==> src/rtl/core/sfc_pkg.sv <==
// Shared types, constants and header decode functions for the serial frame checker.
package sfc_pkg;

  localparam int BYTE_W      = 8;
  localparam int POS_W       = 9;
  localparam int SUM_W       = 16;
  localparam int CFG_INDEX_W = 1;
  localparam int CFG_DATA_W  = 16;
  localparam int OUT_TDATA_W = 48;

  localparam logic [POS_W-1:0] POS_MAX = 9'd511;

  localparam logic [7:0]  HDR_SYNC = 8'h55;
  localparam logic [7:0]  HDR_V1   = 8'hAA;
  localparam logic [7:0]  HDR_V2   = 8'hBB;
  localparam logic [15:0] FUNC_ANY = 16'hFFFF;

  localparam logic [1:0] VER_NONE = 2'd0;
  localparam logic [1:0] VER_1    = 2'd1;
  localparam logic [1:0] VER_2    = 2'd2;

  localparam logic [2:0] ST_OK    = 3'd0;
  localparam logic [2:0] ST_LEN   = 3'd1;
  localparam logic [2:0] ST_HDR   = 3'd2;
  localparam logic [2:0] ST_ADDR  = 3'd3;
  localparam logic [2:0] ST_FUNC  = 3'd4;
  localparam logic [2:0] ST_CSUM  = 3'd5;

  localparam logic [CFG_INDEX_W-1:0] CFG_EXP_ADDR = 1'b0;
  localparam logic [CFG_INDEX_W-1:0] CFG_EXP_FUNC = 1'b1;

  typedef struct packed {
    logic        is_status;
    logic [7:0]  payload_byte;
    logic [2:0]  status_code;
    logic [1:0]  version;
    logic [7:0]  source_address;
    logic [15:0] function_code;
    logic [7:0]  payload_length;
    logic        last;
  } sfc_result_t;

  typedef struct packed {
    logic        valid0;
    logic        valid1;
    sfc_result_t res0;
    sfc_result_t res1;
  } sfc_push_t;

  function automatic logic [1:0] frame_version(input logic [7:0] hi, input logic [7:0] lo);
    logic [1:0] v;
    v = VER_NONE;
    if (hi == HDR_SYNC) begin
      if (lo == HDR_V1) v = VER_1;
      else if (lo == HDR_V2) v = VER_2;
    end
    return v;
  endfunction

  function automatic logic [7:0] payload_len(input logic [1:0] ver, input logic [7:0] len);
    logic [7:0] p;
    p = 8'd0;
    if (ver == VER_1) p = (len >= 8'd2) ? len - 8'd2 : 8'd0;
    else if (ver == VER_2) p = len;
    return p;
  endfunction

endpackage

==> src/rtl/core/sfc_parser.sv <==
// Per-byte frame decode: field capture, checksum, payload and status results.
module sfc_parser
  import sfc_pkg::*;
(
  input  logic                   clk,
  input  logic                   rst_n,
  input  logic                   accept,
  input  logic [BYTE_W-1:0]      frame_byte,
  input  logic                   frame_end,
  input  logic                   cfg_valid,
  input  logic [CFG_INDEX_W-1:0] cfg_index,
  input  logic [CFG_DATA_W-1:0]  cfg_data,
  output sfc_push_t              push
);

  logic [7:0]       exp_addr_r;
  logic [15:0]      exp_func_r;
  logic [POS_W-1:0] pos_r, pos_nxt;
  logic [7:0]       hdr_hi_r, hdr_hi_nxt;
  logic [7:0]       hdr_lo_r, hdr_lo_nxt;
  logic [7:0]       addr_r, addr_nxt;
  logic [7:0]       len_r, len_nxt;
  logic [15:0]      func_r, func_nxt;
  logic [SUM_W-1:0] sum_r, sum_nxt;
  logic [SUM_W-1:0] rx_sum_r, rx_sum_nxt;

  logic [1:0]       ver;
  logic [7:0]       plen;
  logic [9:0]       pos_ext;
  logic [9:0]       body_end;
  logic             payload;
  logic [2:0]       code;
  sfc_result_t      pay_res;
  sfc_result_t      st_res;

  always_ff @(posedge clk) begin
    if (!rst_n) begin
      exp_addr_r <= '0;
      exp_func_r <= '0;
    end else if (cfg_valid) begin
      case (cfg_index)
        CFG_EXP_ADDR: exp_addr_r <= cfg_data[7:0];
        CFG_EXP_FUNC: exp_func_r <= cfg_data;
        default: ;
      endcase
    end
  end

  always_comb begin
    hdr_hi_nxt = hdr_hi_r;
    hdr_lo_nxt = hdr_lo_r;
    addr_nxt   = addr_r;
    len_nxt    = len_r;
    func_nxt   = func_r;
    sum_nxt    = sum_r;
    rx_sum_nxt = rx_sum_r;
    payload    = 1'b0;

    if (pos_r == 9'd0) begin
      hdr_hi_nxt = frame_byte;
      hdr_lo_nxt = '0;
      addr_nxt   = '0;
      len_nxt    = '0;
      func_nxt   = '0;
      sum_nxt    = '0;
      rx_sum_nxt = '0;
    end else if (pos_r == 9'd1) begin
      hdr_lo_nxt = frame_byte;
    end else begin
      case (pos_r)
        9'd2: addr_nxt = frame_byte;
        9'd3: len_nxt = frame_byte;
        9'd4: func_nxt = {frame_byte, func_r[7:0]};
        9'd5: func_nxt = {func_r[15:8], frame_byte};
        default: ;
      endcase
    end

    ver      = frame_version(hdr_hi_nxt, hdr_lo_nxt);
    plen     = payload_len(ver, len_nxt);
    pos_ext  = {1'b0, pos_r};
    body_end = 10'd6 + {2'b00, plen};

    if (pos_r >= 9'd2) begin
      if (pos_ext < body_end) sum_nxt = sum_r + {8'd0, frame_byte};
      payload = (ver != VER_NONE) && (pos_r >= 9'd6) && (pos_ext < body_end);
      if (pos_ext == body_end) rx_sum_nxt = {rx_sum_r[15:8], frame_byte};
      else if (pos_ext == body_end + 10'd1) rx_sum_nxt = {frame_byte, rx_sum_r[7:0]};
    end

    if (pos_r == 9'd0) code = ST_LEN;
    else if (ver == VER_NONE) code = ST_HDR;
    else if ((ver == VER_1 && len_nxt < 8'd2) || (pos_ext + 10'd1 < body_end + 10'd2))
      code = ST_LEN;
    else if (addr_nxt != exp_addr_r) code = ST_ADDR;
    else if (func_nxt != exp_func_r && func_nxt != FUNC_ANY) code = ST_FUNC;
    else if (sum_nxt != rx_sum_nxt) code = ST_CSUM;
    else code = ST_OK;

    if (frame_end) pos_nxt = '0;
    else if (pos_r == POS_MAX) pos_nxt = pos_r;
    else pos_nxt = pos_r + 1'b1;

    pay_res.is_status      = 1'b0;
    pay_res.payload_byte   = frame_byte;
    pay_res.status_code    = ST_OK;
    pay_res.version        = ver;
    pay_res.source_address = addr_nxt;
    pay_res.function_code  = func_nxt;
    pay_res.payload_length = plen;
    pay_res.last           = 1'b0;

    st_res                 = pay_res;
    st_res.is_status       = 1'b1;
    st_res.payload_byte    = '0;
    st_res.status_code     = code;
    st_res.last            = 1'b1;

    push.valid0 = accept && (payload || frame_end);
    push.valid1 = accept && payload && frame_end;
    push.res0   = payload ? pay_res : st_res;
    push.res1   = st_res;
  end

  always_ff @(posedge clk) begin
    if (!rst_n) begin
      pos_r    <= '0;
      hdr_hi_r <= '0;
      hdr_lo_r <= '0;
      addr_r   <= '0;
      len_r    <= '0;
      func_r   <= '0;
      sum_r    <= '0;
      rx_sum_r <= '0;
    end else if (accept) begin
      pos_r    <= pos_nxt;
      hdr_hi_r <= hdr_hi_nxt;
      hdr_lo_r <= hdr_lo_nxt;
      addr_r   <= addr_nxt;
      len_r    <= len_nxt;
      func_r   <= func_nxt;
      sum_r    <= sum_nxt;
      rx_sum_r <= rx_sum_nxt;
    end
  end

endmodule

==> config.mk <==
export PLATFORM = sky130hd
export DESIGN_NAME = sfc_parser
export DESIGN_NICKNAME = d
export VERILOG_FILES = /design/src/rtl/core/sfc_pkg.sv /design/src/rtl/core/sfc_parser.sv
export SDC_FILE = /design/constraint.sdc
export NUM_CORES = 1
export LEC_CHECK = 0
export BUFFER_PORTS_ARGS = -buffer_cell sky130_fd_sc_hd__buf_4
export CELL_PAD_IN_SITES_DETAIL_PLACEMENT = 1
export CELL_PAD_IN_SITES_GLOBAL_PLACEMENT = 1
export CORE_ASPECT_RATIO = 1.2
export CORE_UTILIZATION = 35
export CTS_CLUSTER_SIZE = 12
export DETAILED_ROUTE_END_ITERATION = 10
export PLACE_DENSITY_LB_ADDON = 0.1
export SLEW_MARGIN = 25
export SYNTH_ARGS = -nofsm -noshare
export SYNTH_HDL_FRONTEND = slang
export SYNTH_SLANG_ARGS = --single-unit
==> constraint.sdc <==
create_clock -name clk -period 9.6 [get_ports clk]
set_input_delay 0 -clock clk [delete_from_list [all_inputs] [get_ports clk]]
set_output_delay 0 -clock clk [all_outputs]
set_load 0.02 [all_outputs]
==> flow_summary_export.csv, run 1 <==
group,metric,value,unit
run_status,outcome,"complete, no violations",
sta,maxSlewViolCount,0,
sta,worst-slew-pin-transition,0.921,ns
final_layout,drive_above_1_share,14.5,%
synthesis,synth_cells,1223,
critical_path,crit_path_start_kind,"flip-flop",
critical_path,timing.critical_path.from,"pos_r[1]",
detailed_routing,ant_nets,0,
pwr,ir_worst_vdd,107,uV
sta,hold_slack,0.0206,ns
sta,grt_setup_unrepaired,"false",
die,initial_core_utilization,35.9,%
critical_path,critPathCaptureType,"output pin",
detailed_routing,vias,9469,
synthesis,netlist.area_leader.share,24.4,%
clock_network,cts.htree.levels,4,
worst_hold_path,hold_class,"input pin to flip-flop",
detailed_routing,routed_wire_length_per_instance,21.2,microns
synthesis,syn_avg_cell_area,7.58,sq um
final_layout,number_of_non_filler_instances_in_the_completed_layout,1619,
final_layout,n_antenna_cell,0,
placement,postPlaceCellArea,0.00999,sq mm
final_layout,finish.net_count,1343,
critical_path,crit_fanout,24,
critical_path,reg2reg_depth,23,
critical_path,critPathArrivalTime,8.70,ns
synthesis,synth-warning-count,0,
clock_network,clkSlewWorstSetupHoldPaths,0.06,ns
synthesis,yosysSeqAreaShare,24.4,%
critical_path,crit-reg2reg-launch,"pos_r[1]",
critical_path,path_buf_inv,3,
synthesis,syn-cell-area,0.00927,sq mm
job,max_cap_viol_count,0,
global_routing,grt_pass1_vias,9477,
placement,detailed_place_hpwl,24.9,mm
critical_path,critPathCapture,"push[82]",
sta,final.setup_skew,0.0112,ns
placement,io_buffers,115,
detailed_routing,vias_per_cell,5.85,
critical_path,worstSetupPathDepth,25,
clock_network,cts_buffers,17,
clock_network,root_driver,"sky130_fd_sc_hd__clkbuf_16",
placement,place_worst_setup_slack,1.15,ns
detailed_routing,route.detailed.drc,0,
synthesis,yosys.area.top_type,"sky130_fd_sc_hd__dfxtp_1",
pwr,leakagePower,4.47,nW
critical_path,cpMostUsedCell,"sky130_fd_sc_hd__ha_1",
sta,finalHoldViolations,0,
global_routing,grt.overflow.total,0,
final_layout,finalCoreUtilization,42.0,%
die,core,0.0258,sq mm
critical_path,timing.rr.end,"sum_r[15]",
sta,timing.final.ws_setup,0.899,ns
critical_path,worst-r2r-setup-slack,2.52,ns
critical_path,cp_slowest_stage_delay,0.69,ns
die,die_width,151,microns
synthesis,post_synth_num_cell_types,95,
final_layout,final_design_area_no_fill,0.0108,sq mm
detailed_routing,route.final.wire_length,34.4,mm
sta,timing.final.setup_violations,0,
synthesis,synth_flop_cell,"sky130_fd_sc_hd__dfxtp_1",
final_layout,area_growth_syn_to_layout,16.8,%
die,rows,64,
pwr,fin_total_pwr,1.34,mW
placement,placedCellCount,1564,
synthesis,ys_ff_latch,113,
sta,final_period_minus_worst_setup_slack,8.70,ns
sta,maxSlewHeadroom,38.2,%
critical_path,critical_path.slowest_cell,"sky130_fd_sc_hd__or4b_2",
sta,max_freq,115,MHz
die,die-area,0.0271,sq mm
detailed_routing,drt_iter0_drc,472,
clock_network,cts_tree,"yes",
global_routing,grt_max_degree,114,
placement,gp_routability_congestion,0.913,
critical_path,worst_ep_required_time,9.60,ns
die,io_pins,126,
critical_path,worst-setup-path-type,"flip-flop to output pin",
clock_network,clkLatencyLatePin,0.43,ns
global_routing,grt_util_all_layers,25.7,%
die,fp.dieH,180,microns
sta,post-route-period-util,90.6,%
detailed_routing,drt_first_pass_iters,6,
global_routing,initial_antenna_violation_count,0,
critical_path,critPathTopFamily,"compound AO/OA/AOI/OAI gates",
pwr,power.density,124,mW/mm^2
clock_network,cts.path.max_buffers,2,
synthesis,post_synth_main_area_contributors,"sky130_fd_sc_hd__dfxtp_1 (24%), sky130_fd_sc_hd__nand2_1 (5.9%), sky130_fd_sc_hd__ha_1 (4.7%), sky130_fd_sc_hd__nor2_1 (4.3%), sky130_fd_sc_hd__nor2b_1 (4.3%)",
sta,finalSetupTns,0,ns
synthesis,async_flop_share,0,%
global_routing,first_pass_grt_wire_length,53.6,mm
clock_network,tritoncts_num_sinks,113,
synthesis,synth_edf_count,0,
sequential cells by signal (all words and copies together), names as in the netlist:
name and cells:
exp_addr_r 8, rx_sum_r 16, len_r 8, addr_r 8, exp_func_r 16, sum_r 16, hdr_hi_r 8, pos_r 9
hdr_lo_r 8, func_r 16
what timing repair did:
action | CTS | global route
hold endpoints to repair | 27 | 0
hold buffers | 24 | 0
buffers inserted | 0 | 0
setup endpoints to repair | 0 | 4
gates resized for setup | 0 | 1
layout by cell type (no fill, tap or decap), types with 31 or more instances in the layout:
cell type                    n
sky130_fd_sc_hd__a21boi_0   37
sky130_fd_sc_hd__a21oi_1    58
sky130_fd_sc_hd__a22oi_1    40
sky130_fd_sc_hd__buf_4     119
sky130_fd_sc_hd__dfxtp_1   113
sky130_fd_sc_hd__ha_1       35
sky130_fd_sc_hd__inv_1      31
sky130_fd_sc_hd__mux2i_1    35
sky130_fd_sc_hd__nand2_1   146
sky130_fd_sc_hd__nor2_1    106
sky130_fd_sc_hd__nor2b_1    63
sky130_fd_sc_hd__o21ai_0    51
worst min-delay path by stage:
stage / slack (ns) / depth (start not counted) / endpoint / startpoint
after CTS: 0.004 / 3 / hdr_hi_r[4] / frame_byte[4]
final: 0.02 / 3 / hdr_hi_r[4] / frame_byte[4]
after detailed placement: 0.28 / 3 / exp_func_r[10] / cfg_data[10]
after global placement: 0.27 / 3 / exp_func_r[10] / cfg_data[10]
after global routing: 0.03 / 3 / hdr_hi_r[0] / frame_byte[0]
after floorplan: 0.14 / 2 / exp_addr_r[3] / cfg_data[3]
kinds of logic after synthesis:
group | count (synthesis) | synth area share (%)
AO/OA/AOI/OAI | 326 | 25.3
XOR/XNOR | 53 | 5.01
adder cells (fa/ha/maj) | 36 | 4.94
buffers and inverters | 150 | 8.26
flip-flops | 113 | 24.4
multiplexers | 35 | 3.78
other | 2 | 0.0810
AND/OR/NAND/NOR | 508 | 28.2
layer usage:
| layer | share of wire, % | GRT usage, % | vias to the layer above |
|---|---|---|---|
| met1 | 44 | 32.3 | 4668 |
| met3 | 4.1 | 3.39 | 50 |
| met5 | 0 | 0 | - |
| li1 | - | - | 4484 |
| met4 | 2.4 | 9.17 | 0 |
| met2 | 49 | 44.2 | 267 |
Yosys cell counts, types with 23 or more instances:
cell type,n
sky130_fd_sc_hd__a21boi_0,37
sky130_fd_sc_hd__a21oi_1,58
sky130_fd_sc_hd__a22oi_1,40
sky130_fd_sc_hd__buf_4,45
sky130_fd_sc_hd__clkbuf_1,60
sky130_fd_sc_hd__dfxtp_1,113
sky130_fd_sc_hd__ha_1,35
sky130_fd_sc_hd__inv_1,31
sky130_fd_sc_hd__mux2i_1,35
sky130_fd_sc_hd__nand2_1,146
sky130_fd_sc_hd__nand3_1,30
sky130_fd_sc_hd__nor2_1,107
sky130_fd_sc_hd__nor2b_1,63
sky130_fd_sc_hd__nor3_1,23
sky130_fd_sc_hd__o21ai_0,51
sky130_fd_sc_hd__xnor2_1,28
sky130_fd_sc_hd__xor2_1,25
worst min-delay path: stages:
cell and delay [ns]:
sky130_fd_sc_hd__buf_4 0.21, sky130_fd_sc_hd__nand2_1 0.09, sky130_fd_sc_hd__a21boi_0 0.07
report_power, final:
| group | total (mW) | switching [mW] | internal, mW |
|---|---|---|---|
| clock network | 0.648 | 0.238 | 0.410 |
| registers | 0.492 | 0.0104 | 0.482 |
| logic | 0.200 | 0.128 | 0.0717 |
final cells by class:
type / count / area (sq um)
fillers: 3202 / 15000
multi-input cells: 969 / 6300
flip-flops and latches: 113 / 2260
repair buffers: 144 / 1140
clock buffers: 20 / 447
well taps: 330 / 413
clock inverters: 11 / 139
inverters: 32 / 120
(Power assumes the default switching activity.)
==> run 2, diff against run 1 <==
==> constraint.sdc (replaced) <==
create_clock -name clk -period 9.6 [get_ports clk]
set_input_delay 0.96 -clock clk [delete_from_list [all_inputs] [get_ports clk]]
set_output_delay 0.96 -clock clk [all_outputs]
set_load 0.02 [all_outputs]
==> flow_summary_export.csv, run 2 (synthesis gave the netlist of run 1 again) <==
group,metric,value,unit
run_status,outcome,"complete, no violations",
global_routing,first_pass_grt_wire_length,54.1,mm
detailed_routing,route.final.wire_length,34.5,mm
final_layout,most-common-layout-cells,"sky130_fd_sc_hd__nand2_1 (146), sky130_fd_sc_hd__buf_4 (128), sky130_fd_sc_hd__dfxtp_1 (113)",
job,max_cap_viol_count,0,
critical_path,critPathTopFamily,"compound AO/OA/AOI/OAI gates",
sta,finalHoldViolations,0,
clock_network,cts.htree.levels,4,
die,rows,64,
placement,placedCellCount,1572,
sta,final_period_minus_worst_setup_slack,9.05,ns
clock_network,cts_buffers,17,
die,die-area,0.0271,sq mm
sta,final.setup_skew,0.0114,ns
final_layout,number_of_non_filler_instances_in_the_completed_layout,1604,
final_layout,layout.cells.most_common,"sky130_fd_sc_hd__nand2_1",
final_layout,finalCoreUtilization,41.2,%
sta,grt_setup_unrepaired,"false",
clock_network,root_driver,"sky130_fd_sc_hd__clkbuf_16",
detailed_routing,vias,9366,
clock_network,cts_tree,"yes",
sta,hold_slack,0.465,ns
die,fp.dieH,180,microns
final_layout,area_growth_syn_to_layout,14.7,%
detailed_routing,route.detailed.drc,0,
sta,timing.final.setup_violations,0,
detailed_routing,routed_wire_length_per_instance,21.5,microns
critical_path,critPathCaptureType,"output pin",
die,initial_core_utilization,35.9,%
placement,gp_routability_congestion,0.897,
pwr,ir_worst_vdd,126,uV
pwr,power.density,122,mW/mm^2
sta,maxSlewViolCount,0,
sta,post-route-period-util,94.2,%
clock_network,tritoncts_num_sinks,113,
die,core,0.0258,sq mm
die,die_width,151,microns
clock_network,ctsHoldBuffers,0,
worst_hold_path,hold_class,"flip-flop to flip-flop",
critical_path,crit_path_start_kind,"flip-flop",
critical_path,critPathArrivalTime,8.09,ns
critical_path,cp_slowest_stage_delay,0.72,ns
critical_path,crit_fanout,24,
clock_network,clkSlewWorstSetupHoldPaths,0.06,ns
global_routing,grt_util_all_layers,25.9,%
die,io_pins,126,
detailed_routing,vias_per_cell,5.84,
critical_path,critical_path.slowest_cell,"sky130_fd_sc_hd__or4_4",
clock_network,cts.path.max_buffers,2,
critical_path,worst-setup-path-type,"flip-flop to output pin",
critical_path,path_buf_inv,3,
pwr,leakagePower,4.41,nW
sta,worst-slew-pin-transition,0.892,ns
global_routing,grt.overflow.total,0,
detailed_routing,drt_first_pass_iters,5,
global_routing,initial_antenna_violation_count,0,
placement,detailed_place_hpwl,25.2,mm
final_layout,finish.net_count,1328,
detailed_routing,drt_iter0_drc,536,
sta,finalSetupTns,0,ns
critical_path,worst_ep_required_time,8.64,ns
clock_network,clkLatencyLatePin,0.43,ns
final_layout,drive_above_1_share,15.5,%
critical_path,worst-r2r-setup-slack,3.06,ns
detailed_routing,ant_nets,0,
sta,maxSlewHeadroom,40.4,%
placement,io_buffers,115,
global_routing,grt_max_degree,114,
sta,max_freq,111,MHz
global_routing,grt_pass1_vias,9431,
pwr,fin_total_pwr,1.29,mW
final_layout,n_antenna_cell,0,
==> run 2: cell types whose count changed in the layout (fill, tap and decap cells not counted), sizes merged <==
cell | previous run | this run
dlygate4sd3 | 24 | 0
clkinvlp | 2 | 1
clkbuf | 20 | 26
bufinv | 3 | 1
clkinv | 6 | 3
buf | 120 | 129
==> run 2: report_power, final <==
| group | switching [mW] | leakage [nW] | internal, mW | total, mW |
|---|---|---|---|---|
| combinational | 0.128 | 3.22 | 0.0672 | 0.195 |
| sequential | 0.0101 | 0.918 | 0.482 | 0.492 |
| clock | 0.226 | 0.270 | 0.380 | 0.606 |
| total | 0.364 | 4.41 | 0.929 | 1.29 |
==> run 2: final timing paths <==
path / end / startpoint / depth (start not counted)
min reg2reg: hdr_hi_r[0] / hdr_hi_r[0] / 2
max: push[82] / pos_r[5] / 28
max reg2reg: sum_r[15] / pos_r[5] / 22
min: hdr_hi_r[0] / hdr_hi_r[0] / 2
==> run 2: what timing repair did <==
item	CTS	global route
setup buffers	0	1
resized for setup	0	7
endpoints found under the setup margin	0	4
==> run 2: area by class of cell <==
class | instances | area, sq um
clock buffer | 26 | 499
clock inverter | 5 | 52.6
fill | 3194 | 15200
inverter | 32 | 120
multi-input combinational | 969 | 6310
sequential | 113 | 2260
tap | 330 | 413
timing repair buffer | 129 | 972
==> run 2: metrics by stage <==
stage	setup slack [ns]	area (sq um)
after floorplan	1.60	9300
after global placement	0.868	10000
after detailed placement	0.730	10000
after CTS	0.296	10600
after global routing	0.00815	10600
final	0.553	10600
==> run 2: metal layers <==
metal  vias up  track usage, %  share of wire, %
met5         -               0                 0
met4         0            9.37               2.7
met3        50            3.44               3.7
met2       249            44.7                49
met1      4620            32.5                44
li1       4447               -                 -
==> run 2: worst reg2reg max path: cells and delay by family (launching register included) <==
| family | cells | cell delay (ns) |
|---|---|---|
| adders and majority gates | 2 | 0.52 |
| AOI/OAI and AO/OA | 7 | 2.06 |
| buffers and inverters | 1 | 0.12 |
| DFF | 1 | 0.47 |
| and+or+nand+nor | 11 | 3.08 |
| muxes | 1 | 0.17 |
